--- src/design/gphc_pkg.sv ---
// ============================================================================
// gphc_pkg
// Shared types, codes and the CRC-32 byte step for the header patch block.
// ============================================================================
package gphc_pkg;

    // Header geometry
    localparam int unsigned HEADER_BYTES = 92;
    localparam logic [6:0]  HDR_LAST_OFF = 7'(HEADER_BYTES - 1);

    // Field offsets inside the header
    localparam logic [6:0] OFF_REV_LO     = 7'd8;
    localparam logic [6:0] OFF_REV_HI     = 7'd11;
    localparam logic [6:0] OFF_REV_ONE    = 7'd10;
    localparam logic [6:0] OFF_HSIZE_LO   = 7'd12;
    localparam logic [6:0] OFF_HSIZE_HI   = 7'd15;
    localparam logic [6:0] OFF_HCRC_LO    = 7'd16;
    localparam logic [6:0] OFF_HCRC_HI    = 7'd19;
    localparam logic [6:0] OFF_BACKUP_LO  = 7'd32;
    localparam logic [6:0] OFF_BACKUP_HI  = 7'd39;
    localparam logic [6:0] OFF_LUSABLE_LO = 7'd48;
    localparam logic [6:0] OFF_LUSABLE_HI = 7'd55;
    localparam logic [6:0] OFF_ESIZE_LO   = 7'd84;
    localparam logic [6:0] OFF_ESIZE_HI   = 7'd87;
    localparam logic [6:0] OFF_LCRC_LO    = 7'd88;
    localparam logic [6:0] OFF_LCRC_HI    = 7'd91;

    // Expected nonzero byte of each checked field (its other bytes are zero)
    localparam logic [7:0] REV_BYTE   = 8'h01;
    localparam logic [7:0] HSIZE_BYTE = 8'h5C;
    localparam logic [7:0] ESIZE_BYTE = 8'h80;

    // Reserved sectors at the end of the disk, per sector size
    localparam logic [63:0] LBA_BACKUP_SUB = 64'd1;
    localparam logic [63:0] LBA_RSV_512    = 64'd34;
    localparam logic [63:0] LBA_RSV_4K     = 64'd6;

    // CRC-32, reflected
    localparam logic [31:0] CRC_INIT = 32'hFFFF_FFFF;
    localparam logic [31:0] CRC_POLY = 32'hEDB8_8320;

    // Configuration register indexes
    localparam logic CFG_SECTOR_MODE = 1'b0;
    localparam logic CFG_DISK_SIZE   = 1'b1;

    // Sector size modes
    localparam logic [1:0] SECTOR_512 = 2'd0;
    localparam logic [1:0] SECTOR_4K  = 2'd1;

    // Input modes
    localparam logic MODE_ENTRY  = 1'b0;
    localparam logic MODE_HEADER = 1'b1;

    // Result kinds
    localparam logic [1:0] KIND_HDR_BYTE = 2'd0;
    localparam logic [1:0] KIND_LIST_CRC = 2'd1;
    localparam logic [1:0] KIND_HDR_CRC  = 2'd2;

    // Status codes
    localparam logic [2:0] ST_OK          = 3'd0;
    localparam logic [2:0] ST_BAD_REV     = 3'd1;
    localparam logic [2:0] ST_BAD_HSIZE   = 3'd2;
    localparam logic [2:0] ST_BAD_ESIZE   = 3'd3;
    localparam logic [2:0] ST_BAD_SECTOR  = 3'd4;
    localparam logic [2:0] ST_NO_ENTRIES  = 3'd5;

    // Result queue
    localparam int unsigned QDEPTH = 4;
    localparam int unsigned QPTR_W = $clog2(QDEPTH);
    localparam int unsigned QCNT_W = $clog2(QDEPTH + 1);

    typedef struct packed {
        logic       mode;
        logic [7:0] data_byte;
        logic       last_entry;
    } in_item_t;

    typedef struct packed {
        logic [1:0]  kind;
        logic [7:0]  out_byte;
        logic [6:0]  byte_offset;
        logic [31:0] crc_value;
        logic [2:0]  status;
        logic        last_of_run;
    } out_item_t;

    // One byte of reflected CRC-32, bit at a time
    function automatic logic [31:0] crc32_byte(input logic [31:0] crc_in,
                                               input logic [7:0]  data);
        logic [31:0] c;
        c = crc_in ^ {24'd0, data};
        for (int k = 0; k < 8; k++) begin
            if (c[0]) begin
                c = (c >> 1) ^ CRC_POLY;
            end else begin
                c = c >> 1;
            end
        end
        return c;
    endfunction

endpackage

--- src/design/gpt_header_patch_crc.sv ---
// ============================================================================
// gpt_header_patch_crc
// Streaming patcher for a primary partition-table header with CRC-32 update.
// ============================================================================
//
// Accepts one request per clock. Entry-array bytes (mode 0) feed a reflected
// CRC-32; the byte flagged last_entry yields one list-CRC result. Then 92
// header bytes (mode 1) each yield one patched byte; the final header byte
// also yields a header-CRC/status result, so that request produces two
// results. All per-byte work (field check, field substitution, one CRC byte
// step) happens in the accept cycle; results land in a 4-entry result queue
// and are visible on the m_ side from the next cycle on. s_ready is high while
// the queue has two free slots (three or more queued results hold s_ready low).
// With m_ready held high the block takes one request per cycle as long as the
// stream makes no more results than requests; the extra result at the end of a
// header can stall the input unless a request with no result (an entry byte
// that does not close its list) drains the queue first, so headers that follow
// each other with no such byte in between see the input stall at their ends.
// When the consumer stalls, s_ready drops as soon as more than two results are
// queued. Derived LBA values (size-1, size-34, size-6) are computed when
// CFG_DISK_SIZE is written, so configure only while no header is in flight.
module gpt_header_patch_crc (
    input  logic                 aclk,
    input  logic                 aresetn,
    // configuration write port
    input  logic                 cfg_we,
    input  logic                 cfg_addr,
    input  logic [63:0]          cfg_wdata,
    // request channel
    input  logic                 s_valid,
    output logic                 s_ready,
    input  gphc_pkg::in_item_t   s_item,
    // result channel
    output logic                 m_valid,
    input  logic                 m_ready,
    output gphc_pkg::out_item_t  m_item
);
    import gphc_pkg::*;

    // ------------------------------------------------------------------
    // Configuration registers (with precomputed LBA values)
    // ------------------------------------------------------------------
    logic [1:0]  sector_mode_reg;
    logic [63:0] backup_lba_reg;
    logic [63:0] lu512_lba_reg;
    logic [63:0] lu4k_lba_reg;

    always_ff @(posedge aclk) begin
        if (!aresetn) begin
            sector_mode_reg <= SECTOR_512;
            backup_lba_reg  <= 64'd0 - LBA_BACKUP_SUB;
            lu512_lba_reg   <= 64'd0 - LBA_RSV_512;
            lu4k_lba_reg    <= 64'd0 - LBA_RSV_4K;
        end else if (cfg_we) begin
            unique case (cfg_addr)
                CFG_SECTOR_MODE: begin
                    sector_mode_reg <= cfg_wdata[1:0];
                end
                CFG_DISK_SIZE: begin
                    backup_lba_reg <= cfg_wdata - LBA_BACKUP_SUB;
                    lu512_lba_reg  <= cfg_wdata - LBA_RSV_512;
                    lu4k_lba_reg   <= cfg_wdata - LBA_RSV_4K;
                end
                default: begin
                end
            endcase
        end
    end

    // ------------------------------------------------------------------
    // Stream state
    // ------------------------------------------------------------------
    logic [31:0] running_crc_reg, running_crc_next;
    logic [31:0] list_crc_reg,    list_crc_next;
    logic        list_done_reg,   list_done_next;
    logic [6:0]  hdr_off_reg,     hdr_off_next;
    logic [2:0]  error_code_reg,  error_code_next;

    // Result queue
    out_item_t           q_mem [QDEPTH];
    logic [QPTR_W-1:0]   wr_ptr_reg, rd_ptr_reg;
    logic [QCNT_W-1:0]   count_reg;

    logic      accept;
    logic      pop;
    logic [1:0] push_n;
    out_item_t res0, res1;

    assign s_ready = (count_reg <= QCNT_W'(QDEPTH - 2));
    assign accept  = s_valid && s_ready;
    assign m_valid = (count_reg != '0);
    assign pop     = m_valid && m_ready;
    assign m_item  = q_mem[rd_ptr_reg];

    // ------------------------------------------------------------------
    // Per-request processing
    // ------------------------------------------------------------------
    logic [6:0]  off;
    logic [7:0]  b;
    logic        chk_fail;
    logic [2:0]  chk_code;
    logic [2:0]  err_now;
    logic [7:0]  patched;
    logic [31:0] crc_base;
    logic [31:0] crc_step;
    logic [2:0]  final_status;

    assign off = hdr_off_reg;
    assign b   = s_item.data_byte;

    // Header field checks use the raw input byte
    always_comb begin
        chk_fail = 1'b0;
        chk_code = ST_OK;
        priority if (off >= OFF_REV_LO && off <= OFF_REV_HI) begin
            chk_fail = (b != ((off == OFF_REV_ONE) ? REV_BYTE : 8'h00));
            chk_code = ST_BAD_REV;
        end else if (off >= OFF_HSIZE_LO && off <= OFF_HSIZE_HI) begin
            chk_fail = (b != ((off == OFF_HSIZE_LO) ? HSIZE_BYTE : 8'h00));
            chk_code = ST_BAD_HSIZE;
        end else if (off >= OFF_ESIZE_LO && off <= OFF_ESIZE_HI) begin
            chk_fail = (b != ((off == OFF_ESIZE_LO) ? ESIZE_BYTE : 8'h00));
            chk_code = ST_BAD_ESIZE;
        end else begin
        end
    end

    // Keep the first failure only
    assign err_now = (error_code_reg == ST_OK && chk_fail) ? chk_code : error_code_reg;

    // Field substitution; all patched fields start on an 8-byte boundary,
    // so the low offset bits select the little-endian byte
    always_comb begin
        patched = b;
        priority if (off >= OFF_HCRC_LO && off <= OFF_HCRC_HI) begin
            patched = 8'h00;
        end else if (off >= OFF_BACKUP_LO && off <= OFF_BACKUP_HI) begin
            patched = backup_lba_reg[{off[2:0], 3'b000} +: 8];
        end else if (off >= OFF_LUSABLE_LO && off <= OFF_LUSABLE_HI) begin
            // unsupported sector size: pass the byte unchanged
            if (sector_mode_reg == SECTOR_512) begin
                patched = lu512_lba_reg[{off[2:0], 3'b000} +: 8];
            end else if (sector_mode_reg == SECTOR_4K) begin
                patched = lu4k_lba_reg[{off[2:0], 3'b000} +: 8];
            end
        end else if (off >= OFF_LCRC_LO && off <= OFF_LCRC_HI) begin
            patched = list_crc_reg[{off[1:0], 3'b000} +: 8];
        end else begin
        end
    end

    // Header restarts the CRC at its first byte; entry bytes chain on
    always_comb begin
        if (s_item.mode == MODE_HEADER && off == 7'd0) begin
            crc_base = CRC_INIT;
        end else begin
            crc_base = running_crc_reg;
        end
    end

    assign crc_step = crc32_byte(crc_base,
                                 (s_item.mode == MODE_HEADER) ? patched : b);

    always_comb begin
        final_status = err_now;
        if (final_status == ST_OK && sector_mode_reg != SECTOR_512
            && sector_mode_reg != SECTOR_4K) begin
            final_status = ST_BAD_SECTOR;
        end
        if (final_status == ST_OK && !list_done_reg) begin
            final_status = ST_NO_ENTRIES;
        end
    end

    // Next state and results
    always_comb begin
        running_crc_next = running_crc_reg;
        list_crc_next    = list_crc_reg;
        list_done_next   = list_done_reg;
        hdr_off_next     = hdr_off_reg;
        error_code_next  = error_code_reg;
        push_n           = 2'd0;
        res0             = '0;
        res1             = '0;

        if (accept) begin
            if (s_item.mode == MODE_ENTRY) begin
                // drop entry bytes that arrive inside a header
                if (off == 7'd0) begin
                    list_done_next = s_item.last_entry;
                    if (s_item.last_entry) begin
                        list_crc_next    = ~crc_step;
                        running_crc_next = CRC_INIT;
                        res0.kind        = KIND_LIST_CRC;
                        res0.crc_value   = ~crc_step;
                        res0.status      = ST_OK;
                        res0.last_of_run = 1'b1;
                        push_n           = 2'd1;
                    end else begin
                        running_crc_next = crc_step;
                    end
                end
            end else begin
                res0.kind        = KIND_HDR_BYTE;
                res0.out_byte    = patched;
                res0.byte_offset = off;
                if (off != HDR_LAST_OFF) begin
                    running_crc_next = crc_step;
                    hdr_off_next     = off + 7'd1;
                    error_code_next  = err_now;
                    res0.last_of_run = 1'b1;
                    push_n           = 2'd1;
                end else begin
                    res1.kind        = KIND_HDR_CRC;
                    res1.crc_value   = ~crc_step;
                    res1.status      = final_status;
                    res1.last_of_run = 1'b1;
                    push_n           = 2'd2;
                    // return to reset state for the next header
                    running_crc_next = CRC_INIT;
                    list_crc_next    = 32'd0;
                    list_done_next   = 1'b0;
                    hdr_off_next     = 7'd0;
                    error_code_next  = ST_OK;
                end
            end
        end
    end

    always_ff @(posedge aclk) begin
        if (!aresetn) begin
            running_crc_reg <= CRC_INIT;
            list_crc_reg    <= 32'd0;
            list_done_reg   <= 1'b0;
            hdr_off_reg     <= 7'd0;
            error_code_reg  <= ST_OK;
        end else begin
            running_crc_reg <= running_crc_next;
            list_crc_reg    <= list_crc_next;
            list_done_reg   <= list_done_next;
            hdr_off_reg     <= hdr_off_next;
            error_code_reg  <= error_code_next;
        end
    end

    // ------------------------------------------------------------------
    // Result queue: up to two writes and one read per cycle
    // ------------------------------------------------------------------
    always_ff @(posedge aclk) begin
        if (push_n != 2'd0) begin
            q_mem[wr_ptr_reg] <= res0;
        end
        if (push_n == 2'd2) begin
            q_mem[wr_ptr_reg + QPTR_W'(1)] <= res1;
        end
    end

    always_ff @(posedge aclk) begin
        if (!aresetn) begin
            wr_ptr_reg <= '0;
            rd_ptr_reg <= '0;
            count_reg  <= '0;
        end else begin
            wr_ptr_reg <= wr_ptr_reg + QPTR_W'(push_n);
            if (pop) begin
                rd_ptr_reg <= rd_ptr_reg + QPTR_W'(1);
            end
            count_reg <= count_reg + QCNT_W'(push_n) - QCNT_W'(pop);
        end
    end

    // ------------------------------------------------------------------
    // Assertions
    // ------------------------------------------------------------------
    a_queue_bound: assert property (@(posedge aclk) disable iff (!aresetn)
        count_reg <= QCNT_W'(QDEPTH))
        else $error("result queue overflow");

    a_offset_range: assert property (@(posedge aclk) disable iff (!aresetn)
        hdr_off_reg <= HDR_LAST_OFF)
        else $error("header offset out of range");

    a_header_wrap: assert property (@(posedge aclk) disable iff (!aresetn)
        (accept && s_item.mode == MODE_HEADER && hdr_off_reg == HDR_LAST_OFF)
        |=> (hdr_off_reg == 7'd0 && error_code_reg == ST_OK && !list_done_reg
             && count_reg >= QCNT_W'(2)))
        else $error("header end did not restore state or queue both results");

    a_crc_result_last: assert property (@(posedge aclk) disable iff (!aresetn)
        (m_valid && (m_item.kind == KIND_HDR_CRC || m_item.kind == KIND_LIST_CRC))
        |-> m_item.last_of_run)
        else $error("CRC result not flagged last of run");

endmodule

--- config.mk ---
export PLATFORM = sky130hd
export DESIGN_NAME = gpt_header_patch_crc
export DESIGN_NICKNAME = d
export VERILOG_FILES = /design/src/design/gphc_pkg.sv /design/src/design/gpt_header_patch_crc.sv
export SDC_FILE = /design/constraint.sdc
export NUM_CORES = 1
export LEC_CHECK = 0
export ABC_CLOCK_PERIOD_IN_PS = 11800
export BUFFER_PORTS_ARGS = -buffer_cell sky130_fd_sc_hd__buf_2
export CORE_MARGIN = 2
export CORE_UTILIZATION = 54
export DETAILED_ROUTE_END_ITERATION = 6
export PLACE_DENSITY = 0.75
export SLEW_MARGIN = 20
export SYNTH_ARGS = -nofsm -noshare
export SYNTH_HDL_FRONTEND = slang
export SYNTH_SLANG_ARGS = --single-unit
export TNS_END_PERCENT = 10
--- constraint.sdc ---
create_clock -name aclk -period 11.8 [get_ports aclk]
set_clock_uncertainty 0.15 [all_clocks]
set_input_delay 2.36 -clock aclk [delete_from_list [all_inputs] [get_ports aclk]]
set_output_delay 2.36 -clock aclk [all_outputs]
set_load 0.01 [all_outputs]
After elaboration in Yosys (flattened, before gate mapping)
Memory sizes are Yosys's and may differ from the RTL's. A register that Yosys moved wholly into a read port is not among the register bits.
Cells that the tools add are included.
- memories kept: 1
- output and inout bits: 55
- RAM bits: 212
- flip-flop bits (word level): 276
- input port bits: 80
- equality and inequality tests: 11
- $lt $le $gt $ge: 15
- shift-type cells: 4
- add/sub/neg operators: 9
- multiplexer cells: 66
- reductions and logical operators: 31
- bitwise logic cells: 11
- memories (memory ; depth ; bits a word ; read ports ; clocked after memory_dff ; write ports ; line ; source):
    q_mem ; 4 ; 53 ; 1 ; 1 ; 2 ; gpt_header_patch_crc.sv:80 ; out_item_t q_mem [QDEPTH];
- operators by type and width (cell ; number):
    32-bit 2-to-1 mux ; 17
    64-bit by 7-bit variable part select with 8-bit output ; 3
    36-bit 2-to-1 mux ; 5
    13-bit NOT with 14-bit output ; 8
    8-bit 2-to-1 mux ; 8
    64-bit by 1-bit subtractor with 64-bit output (second input constant) ; 1
    64-bit by 3-bit subtractor with 64-bit output (second input constant) ; 1
    64-bit by 6-bit subtractor with 64-bit output (second input constant) ; 1
    53-bit 2-to-1 mux ; 1
    35-bit 2-to-1 mux ; 1
    32-bit NOT ; 1
    32-bit by 6-bit variable part select with 8-bit output ; 1
    32-bit by 8-bit XOR with 32-bit output ; 1
    2-bit 2-to-1 mux ; 12
    1-bit 2-to-1 mux ; 15
    15-bit 2-to-1 mux ; 1
    7-bit by 4-bit equality test with 1-bit output (second input constant) ; 2
    7-bit by 4-bit >= comparator with 1-bit output (second input constant) ; 2
    7-bit by 6-bit >= comparator with 1-bit output (second input constant) ; 2
    7-bit >= comparator (second input constant) ; 2
    7-bit by 4-bit less-or-equal comparator with 1-bit output (second input constant) ; 2
    7-bit by 6-bit less-or-equal comparator with 1-bit output (second input constant) ; 2
    7-bit less-or-equal comparator (second input constant) ; 2
    1-bit logical AND ; 14
    29 further kinds ; 42

Depth between registers and ports, before layout
- depth in word-level cells: 29
- mapped depth: 17

Worst setup path before layout
Ideal clock, no wire load.
- kind: input-to-reg
- start point: in s_item[9] (netlist name)
- end point: mem q_mem[0][9] (netlist name) (data pin)
- arrival time: 4.630 ns
- setup slack: 6.751 ns
- setup time: 0.269 ns
- stages: 12
- path buffers: 2
- path through: inv_1 -> clkbuf_1 -> nor4_1 -> a22oi_1 -> o211ai_1 -> a2111oi_0 -> a221o_1 -> buf_4 -> xor2_4 -> xor2_1 -> xnor2_1 -> nor2_1
- RTL lines (what ; line ; source):
    start: declaration ; gpt_header_patch_crc.sv:32 ; input gphc_pkg::in_item_t s_item,
    end: declaration ; gpt_header_patch_crc.sv:80 ;

==> results.md <==
• **max-slew violation count** 0
• **Peak supply drop** 0.0001247 V
• **final WL** 74820 µm
• **prevailing post-synth register cell** dfxtp_1
• **post-synthesis sequential area ratio** 45.28%
• **total clock buffers created by CTS** 51
• **Core Footprint** 45380 µm²
• **# hold bufs at CTS** 0
• **detailed-routing iteration count for the pre-antenna-repair pass** 6
• **Yosys warning total** 0
• **post-route design area** 27380 µm²
• **Layout Utilization** 60.33%
• **Leakage** 10.29 nW
• **Post-Synthesis Mean Instance Area** 9.713 µm²
• **last weighted congestion value of the routability-driven placer** 0.9546
• **post-synth top area share** 27.39%
• **final worst path period need** 5861 ps
• **depth of the CTS H-tree** 2
• **sum of negative setup slack** 0 ps
• **netlist area before placement** 24850 µm²
• **Routed Antenna Nets** 0
• **DRC viols** 0
• **maximum frequency from static timing analysis** 0.1706 GHz
• **arrival time of the worst setup path** 6030 ps
• **via count of the first global-routing pass** 19761
• **Min-Delay Path Class** reg -> reg
• **leading cell type by number of instances after synthesis** nand2_1
• **distinct cell type count of the synthesized netlist** 81
• **critical path capture point type** flip-flop
• **number of failing hold endpoints at the final stage** 0
• **worst endpoint required time** 11970 ps
• **initial core utilization** 54.75%
• **placed cell areas** 25640 µm²
• **post-route clock period utilization** 49.67%
• **number of antenna violations at the first check in global routing** 2
• **post-CTS setup buffer count** 0
• **number of flip-flops under the largest register name** 212
• **final hold slack** 299.2 ps
• **number of sinks handled by clock tree synthesis** 488
• **startpoint-to-endpoint class of the critical path** reg -> reg
• **Iter 0 DRT Violations** 2170
• **Power, Total** 5.076 mW
• **cell at the root of the clock tree** clkbuf_16
• **unrepaired setup endpoints after global routing** false
• **worst-case clock buffer depth** 3
• **half-perimeter wire length after detailed placement** 51070 µm
• **post-synth net total** 2650
• **via count** 20499
• **leading cell types by count after synthesis** nand2_1 (360), dfxtp_1 (340), nor2_1 (292), clkbuf_1 (179), edfxtp_1 (148)
• **vertical extent of the die** 218.5 µm
• **slew at the pin closest to its max-slew limit** 1145 ps
• **clk_lat worst skew** 600 ps
• **final-report setup violation count** 0
• **Crit Path Max Fanout** 31
• **vias per cell** 6.394
• **register clock-pin slew on the reported worst setup and hold paths** 60 ps
• **Die Footprint** 47740 µm²
• **power per cell area** 185.4 nW/µm²
• **maximum number of pins on one net before global-route repair** 292
• **post-synth top area cell** dfxtp_1
• **post-synthesis sequential element count** 488
• **# nets final** 2652
• **Placement Rows** 78
• **number of enable-type register cells in the synthesized netlist** 148
• **Avg WL per Cell** 23.34 µm
• **share of flip-flops with an asynchronous set or reset** 0%
• **global-route wire length before repair** 114800 µm
• **Resized Gates After CTS** 0
• **max-cap viol count** 0
• **CTS tree** done
• **number of buffers added on ports** 134
• **layout cell share with drive strength beyond 1** 14.95%
• **Top-Level Pins** 135
• **Mapped Cells** 2558
• **Horiz. Die Dim** 218.5 µm
• **All-Layer GR Usage** 31.17%
• **worst-case headroom to the max-slew limit** 23.31%
• **run status** finished, final reports clean
• **synthesis-to-layout area growth** 10.19%
• **most area-consuming cells after synthesis** dfxtp_1 (27%), edfxtp_1 (18%), mux4_2 (9.5%), nand2_1 (5.4%), xnor2_1 (4.9%)
• **startpoint types** flip-flop
• **total gr overflow** 0
## path summary, 6_finish.rpt
kind	start	endpoint	slack, ps	cells past startpoint
worst min register to register	list_crc_reg[17]	list_crc_reg[17]	300	2
worst min-delay path	list_crc_reg[17]	list_crc_reg[17]	300	2
worst max-delay path	hdr_off_reg[0]	q_mem[1][9]	5940	12
worst max register to register	hdr_off_reg[0]	q_mem[1][9]	5940	12
## cell usage in the layout, fill, tap and decap left out, types with 54 or more instances in the layout
cell type  instances
a21oi_1           85
and3_1            73
buf_2            133
dfxtp_1          334
edfxtp_1         148
mux4_2           105
nand2_1          359
nand3_1           83
nor2_1           291
nor3_1            54
o211ai_1         127
o21ai_0           92
o311ai_0          65
xnor2_1          140
## logic make-up after synthesis
group / count (synthesis) / share of synthesized area [%]
AOI/OAI and AO/OA: 475 / 13.27
xor gates and xnor gates: 192 / 7.564
adders and majority gates: 12 / 0.6345
buffers and inverters: 243 / 3.988
DFF: 488 / 45.28
muxes: 128 / 10.49
and+or+nand+nor: 1020 / 18.77
## worst max-delay path: stages, from the launching register on
cell and delay (ps):
dfxtp_2 720, buf_4 640, ha_1 430, nand3b_1 460, nand3_1 390, a311oi_1 490
o211ai_1 210, a2111oi_0 420, a221o_1 550, xor2_4 260, xor2_1 150, xnor2_1 550
nor2_1 140
## power breakdown
part	leakage (nW)	internal, mW	switching, mW
sequential	4.21	1.91	0.126
combinational	5.26	0.547	0.865
clock	0.823	0.943	0.683
## per-layer routing
| layer | part of all wire (%) | routed length [µm] | global-route usage (%) |
|---|---|---|---|
| met1 | 39 | 29390 | 40.85 |
| met2 | 48 | 35630 | 50.98 |
| met3 | 8.6 | 6422 | 4.468 |
| met4 | 4.5 | 3364 | 14.69 |
| met5 | 0.017 | 13 | 0 |
## stage by stage
stage | std cells | worst slack [ps]
after floorplan | 2558 | 6751
after global placement | 3105 | 5726
after detailed placement | 3105 | 5614
after CTS | 3200 | 5938
after global routing | 3202 | 5543
final | 3206 | 5939
## area by class of cell
cell class,instances,area [µm²]
antenna,4,10.01
fill,3774,18000
multi-input combinational,1827,12650
inverter,34,127.6
timing repair buffer,158,897.1
tap,600,750.7
sequential,488,11260
clock inverter,16,178.9
clock buffer,79,1503
(Power assumes the default switching activity.)
